**src/rtl/wvl_queue.sv**
```systemverilog
// short item queue between front and back ends
module wvl_queue #(
    parameter int DW    = 8,
    parameter int DEPTH = 4
) (
    input  logic          aclk,
    input  logic          aresetn,
    input  logic          push,
    input  logic [DW-1:0] din,
    output logic          full,
    input  logic          pop,
    output logic          empty,
    output logic [DW-1:0] dout
);
    localparam int AW = $clog2(DEPTH);

    logic [DW-1:0] mem_reg [0:DEPTH-1];
    logic [AW-1:0] wp_reg, rp_reg;
    logic [AW:0]   cnt_reg;

    assign full  = (cnt_reg == (AW+1)'(DEPTH));
    assign empty = (cnt_reg == '0);
    assign dout  = mem_reg[rp_reg];

    always_ff @(posedge aclk) begin
        if (!aresetn) begin
            wp_reg  <= '0;
            rp_reg  <= '0;
            cnt_reg <= '0;
        end else begin
            if (push) begin
                wp_reg <= (wp_reg == AW'(DEPTH - 1)) ? '0 : wp_reg + 1'b1;
            end
            if (pop) begin
                rp_reg <= (rp_reg == AW'(DEPTH - 1)) ? '0 : rp_reg + 1'b1;
            end
            cnt_reg <= cnt_reg + (AW+1)'(push) - (AW+1)'(pop);
        end
        if (push) begin
            mem_reg[wp_reg] <= din;
        end
    end

endmodule

```
**config.mk**
```make
export PLATFORM = sky130hd
export DESIGN_NAME = wvl_queue
export DESIGN_NICKNAME = d
export VERILOG_FILES = /design/src/rtl/wvl_queue.sv
export SDC_FILE = /design/constraint.sdc
export NUM_CORES = 1
export LEC_CHECK = 0
export ABC_AREA = 1
export BUFFER_PORTS_ARGS = -buffer_cell sky130_fd_sc_hd__buf_2
export CAP_MARGIN = 40
export CORE_UTILIZATION = 27
export CTS_BUF_LIST = sky130_fd_sc_hd__clkbuf_8 sky130_fd_sc_hd__clkbuf_16
export DETAILED_ROUTE_END_ITERATION = 8
export SLEW_MARGIN = 20
export SYNTH_ARGS = -nofsm -noshare
export SYNTH_HDL_FRONTEND = slang
export SYNTH_SLANG_ARGS = --single-unit
```
**constraint.sdc**
```tcl
create_clock -name aclk -period 1.8 [get_ports aclk]
set_clock_uncertainty 0.2 [all_clocks]
set_input_delay 0.18 -clock aclk [delete_from_list [all_inputs] [get_ports aclk]]
set_output_delay 0.18 -clock aclk [all_outputs]
set_load 0.005 [all_outputs]
```
==> results.cfg, run 1 <==
[worst_setup_path]
cp_max_fo = 3
critPathTopFamily = adder cells
crit_arrival_ns = 1.76
reg2reg_slack_ns = 0.08
start_kind = flop
worstPathRequired_ns = 1.84
crit_path_end_kind = flop
critical-path-slowest-cell = fa_2
max_stage_delay_ns = 0.51
path_class = reg -> reg
cp_num_buf_inv = 3
cpMostUsedCell = inv_1
crit_chain = inv_1 -> ha_1 -> inv_1 -> ha_1 -> fa_2 -> nand2_1 -> inv_1

[global_route]
grt_pass1_vias = 989
overflow = 0
grt_pass1_wl_um = 4510
grt.met2_usage_pct = 16.0
busiest_layer = met2
antenna_found_initial = 0
grt_use_total_pct = 9.62
grt_start_max_net_pins = 33
use_met1_pct = 10.8
use_met3_pct = 3.41

[die]
rows = 28
initial_core_util_pct = 28.7
io_pins = 22
die_y_um = 82.2
die_w_um = 82.2
die_area_um2 = 6760
core-area_um2 = 6060

[synthesis]
synth_warnings = 0
syn-num-nets = 172
synthCells = 152
netlist_top_cells_area = edfxtp_1, dfxtp_1, inv_1
syn_avg_cell_area_um2 = 11.4
synth_edf_count = 32
ys_seq_area_share_pct = 65.7
synth-seq-cells = 41
yosysTopAreaCellShare_pct = 55.3
yosysTopAreaCell = edfxtp_1
synth_common_cells = edfxtp_1, inv_1, nand2_1
synth_most_common_cell = edfxtp_1
synth_cell_types = 18
ys.flop_type = edfxtp_1
synthArstFlopShare_pct = 0
synth_area_um2 = 1740

[pwr]
p_seq_share_pct = 53.0
intPower_mw = 1.62
vdd_ir_drop_max_uv = 275
cellLeakagePower_nw = 0.904
p_sw_share_pct = 23.1
combPwrFrac_pct = 14.0
cellPowerDensity_nw_per_um2 = 997
clkPwrFrac_pct = 33.0
netSwitchingPower_uw = 485

[sta]
fmax_mhz = 581
slew_headroom_pct = 73.7
setup_viol = 0
rsz0062_at_grt = yes
finalHoldViolCount = 0
report.final.slew_viol_count = 0
max_slew.worst_pin.slew_ns = 0.394
period_share_pct = 95.6
fin_hold_ws_ns = 0.0109
finalCriticalPeriod_ns = 1.72

[place]
gp_congestion = 0.735
post_dp_cell_area_um2 = 1890
port_buffers = 21
hpwl_um = 1800

[detailed_routing]
drt_iter0_drc = 37
drtAntennaViolNets = 0
drt_pre_antenna_iters = 4
viasPerCell = 4.13
vias = 1079
drc_errors = 0
routed_wl_um = 2710
wl_per_cell_um = 10.4

[clocking]
htreeDepth = 2
cts_buffer_depth = 2
clk_pin_slew_ns = 0.07
tritoncts = done
clock_latency_ns = 0.29
cts-root-buf = clkbuf_8
clkSinkCount = 41
cts_made_buffers = 5

[cells_and_area]
nNetsFinal = 206
largest_register_ffs = 32
area_delta_synth_final_pct = 21.4
antenna_cells = 0
fin_area_um2 = 2110
layout-drive-gt1-share_pct = 18.3

[run]
maxCapViolations = 0

[run_status]
status = finished clean

[hold_path]
holdCritPathClass = in -> reg
-- through the flow --
step | TNS, ns | utilization (%) | instances | power, mW | setup WS (ns)
floorplan | 0 | - | 152 | 1.32 | 0.129
global placement | 0 | 31.3 | 244 | 1.40 | 0.0908
detailed placement | 0 | 31.3 | 244 | 1.41 | 0.0371
CTS | 0 | 34.6 | 261 | 2.12 | 0.0227
global route | -0.0161 | 34.8 | 261 | 2.23 | -0.0161
finish | 0 | 34.8 | 261 | 2.10 | 0.0800
-- tightest hold or removal path, stage by stage --
cell and delay [ns]:
buf_2 0.11, inv_1 0.05, nand2_1 0.05, a21oi_1 0.06
-- cell families after synthesis --
| family | count (synthesis) | share of synthesized area, % |
|---|---|---|
| and+or+nand+nor | 37 | 8.21 |
| adders and majority gates | 8 | 6.19 |
| xor gates and xnor gates | 1 | 0.504 |
| buffers and inverters | 37 | 10.0 |
| DFF | 41 | 65.7 |
| AOI/OAI and AO/OA | 28 | 9.43 |
-- power groups by stage --
stage	logic (mW)	registers [mW]	clock network (mW)
CTS	0.292	1.11	0.711
detailed placement	0.274	1.13	0
floorplan	0.187	1.13	0
finish	0.294	1.11	0.695
global placement	0.266	1.13	0
global route	0.348	1.12	0.760
-- worst paths after layout --
| path | from | cells past startpoint | endpoint |
|---|---|---|---|
| max | cnt_reg[0] | 7 | cnt_reg[1] |
| min | pop | 4 | rp_reg[0] |
| max reg2reg | cnt_reg[0] | 7 | cnt_reg[1] |
| min reg2reg | rp_reg[0] | 2 | rp_reg[0] |
-- placed cells by master (no fill, tap or decap) --
master	n
edfxtp_1	32
inv_1	31
nand2_1	27
buf_2	21
dlygate4sd3_1	10
a21oi_1	9
o21ai_0	8
o211ai_1	8
dfxtp_1	8
nor2_1	7
ha_1	7
clkbuf_8	5
a21oi_2	2
nor3_1	2
o21ai_1	1
xnor2_1	1
nand3_1	1
fa_2	1
clkinv_2	1
bufinv_16	1
dfxtp_2	1
buf_4	1
buf_6	1
-- final cells by class --
class                      count  area [um2]
fill                         640        3950
sequential                    41        1140
multi-input combinational     74         429
timing repair buffer          33         224
inverter                      31         116
tap                           75        93.8
clock buffer                   5        68.8
clock inverter                 2        35.0
-- per-layer routing --
metal,vias up,wire length (um)
li1,561,-
met1,496,1200
met2,17,1310
met3,5,128
met4,0,67
met5,-,0
-- timing repair --
action	4_1_cts	5_1_grt
resized for setup	0	4
hold buffers	10	0
buffers inserted	0	0
setup endpoints to repair	0	5
endpoints found under the hold margin	39	0
(Power assumes the default switching activity.)
==> run 2, diff against run 1 <==
--- a/config.mk
+++ b/config.mk
@@ -5,12 +5,12 @@
 export SDC_FILE = /design/constraint.sdc
 export NUM_CORES = 1
 export LEC_CHECK = 0
-export ABC_AREA = 1
 export BUFFER_PORTS_ARGS = -buffer_cell sky130_fd_sc_hd__buf_2
 export CAP_MARGIN = 40
 export CORE_UTILIZATION = 27
 export CTS_BUF_LIST = sky130_fd_sc_hd__clkbuf_8 sky130_fd_sc_hd__clkbuf_16
 export DETAILED_ROUTE_END_ITERATION = 8
+export MAX_ROUTING_LAYER = met4
 export SLEW_MARGIN = 20
 export SYNTH_ARGS = -nofsm -noshare
 export SYNTH_HDL_FRONTEND = slang
==> results.cfg, run 2 <==
[run_status]
status = finished clean

[global_route]
antenna_found_initial = 0
grt_use_total_pct = 9.81
overflow = 0
grt_pass1_vias = 899
grt_pass1_wl_um = 4360
grt_start_max_net_pins = 14

[synthesis]
synth_warnings = 0
synthCells = 86
synthArstFlopShare_pct = 0
synth_most_common_cell = edfxtp_1
yosysTopAreaCell = edfxtp_1
ys_seq_area_share_pct = 70.6
yosysTopAreaCellShare_pct = 59.5
netlist_top_cells_area = edfxtp_1, dfxtp_1, mux4_2
syn-num-nets = 106
synth_common_cells = edfxtp_1, dfxtp_1, mux4_2
synth-seq-cells = 41
synth_edf_count = 32
synth_area_um2 = 1620
syn_avg_cell_area_um2 = 18.8
synth_cell_types = 17
ys.flop_type = edfxtp_1

[detailed_routing]
drc_errors = 0
wl_met1_um = 1110
met3_length_um = 135
drtAntennaViolNets = 0
wl_per_cell_um = 13.8
top_layer = met4
routed_wl_um = 2690
drt_iter0_drc = 38
vias = 822
drt_pre_antenna_iters = 3
viasPerCell = 4.22
wl_met2_um = 1430

[place]
dp_slack_ns = 0.00973
numPlacedInstances = 178
port_buffers = 21
post_dp_cell_area_um2 = 1800
gp_congestion = 0.700
hpwl_um = 1900

[worst_setup_path]
worstPathRequired_ns = 1.42
start_kind = flop
max_stage_delay_ns = 0.50
crit_arrival_ns = 1.41
critical-path-slowest-cell = mux4_2
path_class = reg -> out
crit_path_end_kind = output pin
cp_max_fo = 8
crit_chain = buf_12 -> mux4_2 -> buf_2

[sta]
rsz0062_at_grt = yes
max_slew.worst_pin.slew_ns = 0.441
layout_setup_ws_ns = 0.00545
fin_hold_ws_ns = 0.0824
period_share_pct = 99.7
fmax_mhz = 557
finalCriticalPeriod_ns = 1.79
slew_headroom_pct = 70.6
report.final.slew_viol_count = 0
finalHoldViolCount = 0
fin_setup_tns_ns = 0
setup_viol = 0

[die]
core-area_um2 = 5640
rows = 27
die_w_um = 79.3
die_area_um2 = 6300
initial_core_util_pct = 28.6
die_y_um = 79.3
io_pins = 22

[cells_and_area]
final_common_cell = edfxtp_1
fin_util_pct = 35.9
stdcell_count = 195
largest_register_ffs = 32
layout-drive-gt1-share_pct = 35.8
nNetsFinal = 142
fin_area_um2 = 2030
area_delta_synth_final_pct = 25.5
final_cell_mix = edfxtp_1, buf_2, dlygate4sd3_1
antenna_cells = 0

[clocking]
cts_made_buffers = 5
htreeDepth = 2
tritoncts = done
clock_latency_ns = 0.28
cts-root-buf = clkbuf_8
cts_buffer_depth = 2
clk_pin_slew_ns = 0.07
clkSinkCount = 41

[pwr]
vdd_ir_drop_max_uv = 381
netSwitchingPower_uw = 458
p_seq_share_pct = 56.5
combPwrFrac_pct = 14.7
p_sw_share_pct = 23.1
clkPwrFrac_pct = 28.8
intPower_mw = 1.52
finalPower_mw = 1.98
cellPowerDensity_nw_per_um2 = 976
cellLeakagePower_nw = 0.744

[hold_path]
holdCritPathClass = in -> reg

[run]
maxCapViolations = 0
## run 2: cell count changes in the layout (fill, tap and decap cells not counted), sizes merged, moves of 2 or more
cell,previous run,this run
nor2,7,3
clkinv,1,3
o211ai,8,0
nand2b,0,2
mux4,0,8
inv,31,7
or3b,0,2
mux2i,0,2
o21ai,9,0
nand2,27,0
and2,0,6
a21oi,11,2
## run 2: layout make-up
class | instances | area, um2
Multi-Input combinational cell | 36 | 459
Tap cell | 72 | 90.1
Clock inverter | 3 | 17.5
Clock buffer | 5 | 68.8
Fill cell | 527 | 3610
Inverter | 7 | 26.3
Sequential cell | 41 | 1140
Timing Repair Buffer | 31 | 221
## run 2: cell families (layout without fill, tap and decap cells)
group / count (synthesis) / in the layout / share of synthesized area (%)
buf+inv: 9 / 46 / 2.63
fa+ha+maj: 8 / 8 / 6.66
compound gates: 2 / 2 / 0.620
flops: 41 / 41 / 70.6
simple gates: 15 / 15 / 5.58
xor+xnor: 1 / 1 / 1.47
mux: 10 / 10 / 12.4
## run 2: final timing paths
| check | slack [ns] | to | from | cells after the start |
|---|---|---|---|---|
| setup / recovery | 0.005 | dout[7] | flop | 3 |
| hold reg to reg | 0.32 | flop | rp_reg[0] | 2 |
| hold / removal | 0.08 | flop | pop | 3 |
| setup reg to reg | 0.07 | cnt_reg[2] | cnt_reg[0] | 7 |
## run 2: timing repair
action,in CTS,in global routing
pin swaps,0,3
gates cloned,0,0
resized for setup,5,7
hold buffers,9,0
hold endpoints to repair,34,0
setup endpoints to repair,9,10
buffers inserted,0,0
## run 2: worst max-delay path: cells and delay by family, from the launching register on
| kind | cells | cell delay, ns |
|---|---|---|
| multiplexers | 1 | 0.50 |
| flip-flops | 1 | 0.34 |
| buffers and inverters | 2 | 0.29 |
## run 2: power by group through the flow
stage | clock (mW) | combinational [mW] | sequential [mW]
4_1_cts | 0.585 | 0.276 | 1.12
2_1_floorplan | 0 | 0.171 | 1.12
5_1_grt | 0.621 | 0.332 | 1.12
6_report | 0.570 | 0.292 | 1.12
3_5_place_dp | 0 | 0.256 | 1.14
3_3_place_gp | 0 | 0.239 | 1.13
## run 2: per-layer routing
metal  vias up  GRT usage (%)
met5         -              -
met4         0           3.27
met3         3           3.33
met2        22           16.1
met1       404           11.2
li1        393              -
==> run 3, diff against run 2 <==
--- a/config.mk
+++ b/config.mk
@@ -11,6 +11,7 @@
 export CTS_BUF_LIST = sky130_fd_sc_hd__clkbuf_8 sky130_fd_sc_hd__clkbuf_16
 export DETAILED_ROUTE_END_ITERATION = 8
 export MAX_ROUTING_LAYER = met4
+export PLACE_DENSITY = 0.56
 export SLEW_MARGIN = 20
 export SYNTH_ARGS = -nofsm -noshare
 export SYNTH_HDL_FRONTEND = slang
==> results.cfg, run 3 (synthesis results as in run 2) <==
[clocking]
cts_buffer_depth = 2
cts_made_buffers = 5
tritoncts = done
clk_pin_slew_ns = 0.07
htreeDepth = 2
postCtsSetupBuffers = 0
clkSinkCount = 41
cts-root-buf = clkbuf_8
clock_latency_ns = 0.28

[cells_and_area]
stdcell_count = 195
area_delta_synth_final_pct = 25.2
multiInputGateArea_um2 = 459
final_cell_mix = edfxtp_1, buf_2, dlygate4sd3_1
nNetsFinal = 142
fillers = 527
largest_register_ffs = 32
layout-drive-gt1-share_pct = 36.6
antenna_cells = 0
seqCellArea_um2 = 1140
final_common_cell = edfxtp_1

[sta]
finalHoldViolCount = 0
max_slew.worst_pin.slew_ns = 0.439
finalCriticalPeriod_ns = 1.79
rsz0062_at_grt = yes
setup_viol = 0
report.final.slew_viol_count = 0
period_share_pct = 99.2
fmax_mhz = 560
slew_headroom_pct = 70.7

[worst_setup_path]
path_class = reg -> out
crit_arrival_ns = 1.41
worstPathRequired_ns = 1.42
cp_max_fo = 8
start_kind = flop
r2r-start = cnt_reg[0]
crit_path_end_kind = output pin
reg2reg_slack_ns = 0.07

[detailed_routing]
vias = 836
drc_errors = 0
drtAntennaViolNets = 0
drt_iter0_drc = 45
wl_per_cell_um = 13.6
routed_wl_um = 2650
viasPerCell = 4.29
drt_pre_antenna_iters = 4

[place]
port_buffers = 21
hpwl_um = 1890
gp_congestion = 0.639
numPlacedInstances = 178

[die]
die_w_um = 79.3
die_y_um = 79.3
die_area_um2 = 6300
core-area_um2 = 5640
io_pins = 22
rows = 27
initial_core_util_pct = 28.6

[pwr]
cellLeakagePower_nw = 0.742
cellPowerDensity_nw_per_um2 = 974
finalPower_mw = 1.97
vdd_ir_drop_max_uv = 448

[run_status]
status = finished clean

[global_route]
grt_use_total_pct = 9.87
grt_pass1_wl_um = 4280
antenna_found_initial = 0
grt_start_max_net_pins = 14
grt_pass1_vias = 916
overflow = 0

[run]
maxCapViolations = 0

[hold_path]
holdCritPathClass = in -> reg
hold_start = push
run 3: cell counts in the layout (fill, tap and decap cells not counted):
No cell type changed its count.
run 3: path summary, 6_finish.rpt:
check / endpoint / cells after the start
min: wp_reg[1] / 3
min reg2reg: wp_reg[0] / 2
max: dout[2] / 3
max reg2reg: cnt_reg[2] / 7
run 3: layer usage:
metal	track usage, %	share of wire [%]
met5	-	0
met4	4.36	1.2
met3	3.22	4.7
met2	16.9	52
met1	10.4	42
run 3: critical path, cell delays in order, from the launching register on:
cell and delay, ns:
dfxtp_2 0.34, buf_12 0.14, mux4_2 0.50, buf_2 0.14
run 3: timing repair:
| item | 4_1_cts | 5_1_grt |
|---|---|---|
| setup endpoints to repair | 9 | 10 |
| hold endpoints to repair | 34 | 0 |
| gates cloned | 0 | 0 |
| gates resized for setup | 4 | 5 |
| pin swaps | 0 | 3 |
| hold buffers | 9 | 0 |
run 3: power breakdown:
group	internal, mW	total, mW	switching [mW]
logic	0.171	0.292	0.122
clock network	0.267	0.560	0.293
registers	1.08	1.12	0.0353
run 3: metrics by stage:
stage | hold slack [ns] | util, % | setup WS [ns] | area [um2] | TNS (ns)
5_1_grt | 0.107 | 35.8 | -0.0423 | 2020 | -0.245
6_report | 0.0858 | 35.8 | 0.0146 | 2020 | 0
2_1_floorplan | 0.0789 | - | 0.0926 | 1620 | 0
3_5_place_dp | 0.199 | 32.2 | -0.0161 | 1810 | -0.0161
3_3_place_gp | 0.194 | 32.2 | 0.0761 | 1810 | 0
4_1_cts | 0.0555 | 35.4 | -0.0180 | 2000 | -0.0550
run 3: final cells by class:
cell class | count | area share (%)
Multi-Input combinational cell | 36 | 22.7
Clock buffer | 5 | 3.40
Timing Repair Buffer | 31 | 10.6
Inverter | 7 | 1.30
Sequential cell | 41 | 56.6
Tap cell | 72 | 4.46
Clock inverter | 3 | 0.866
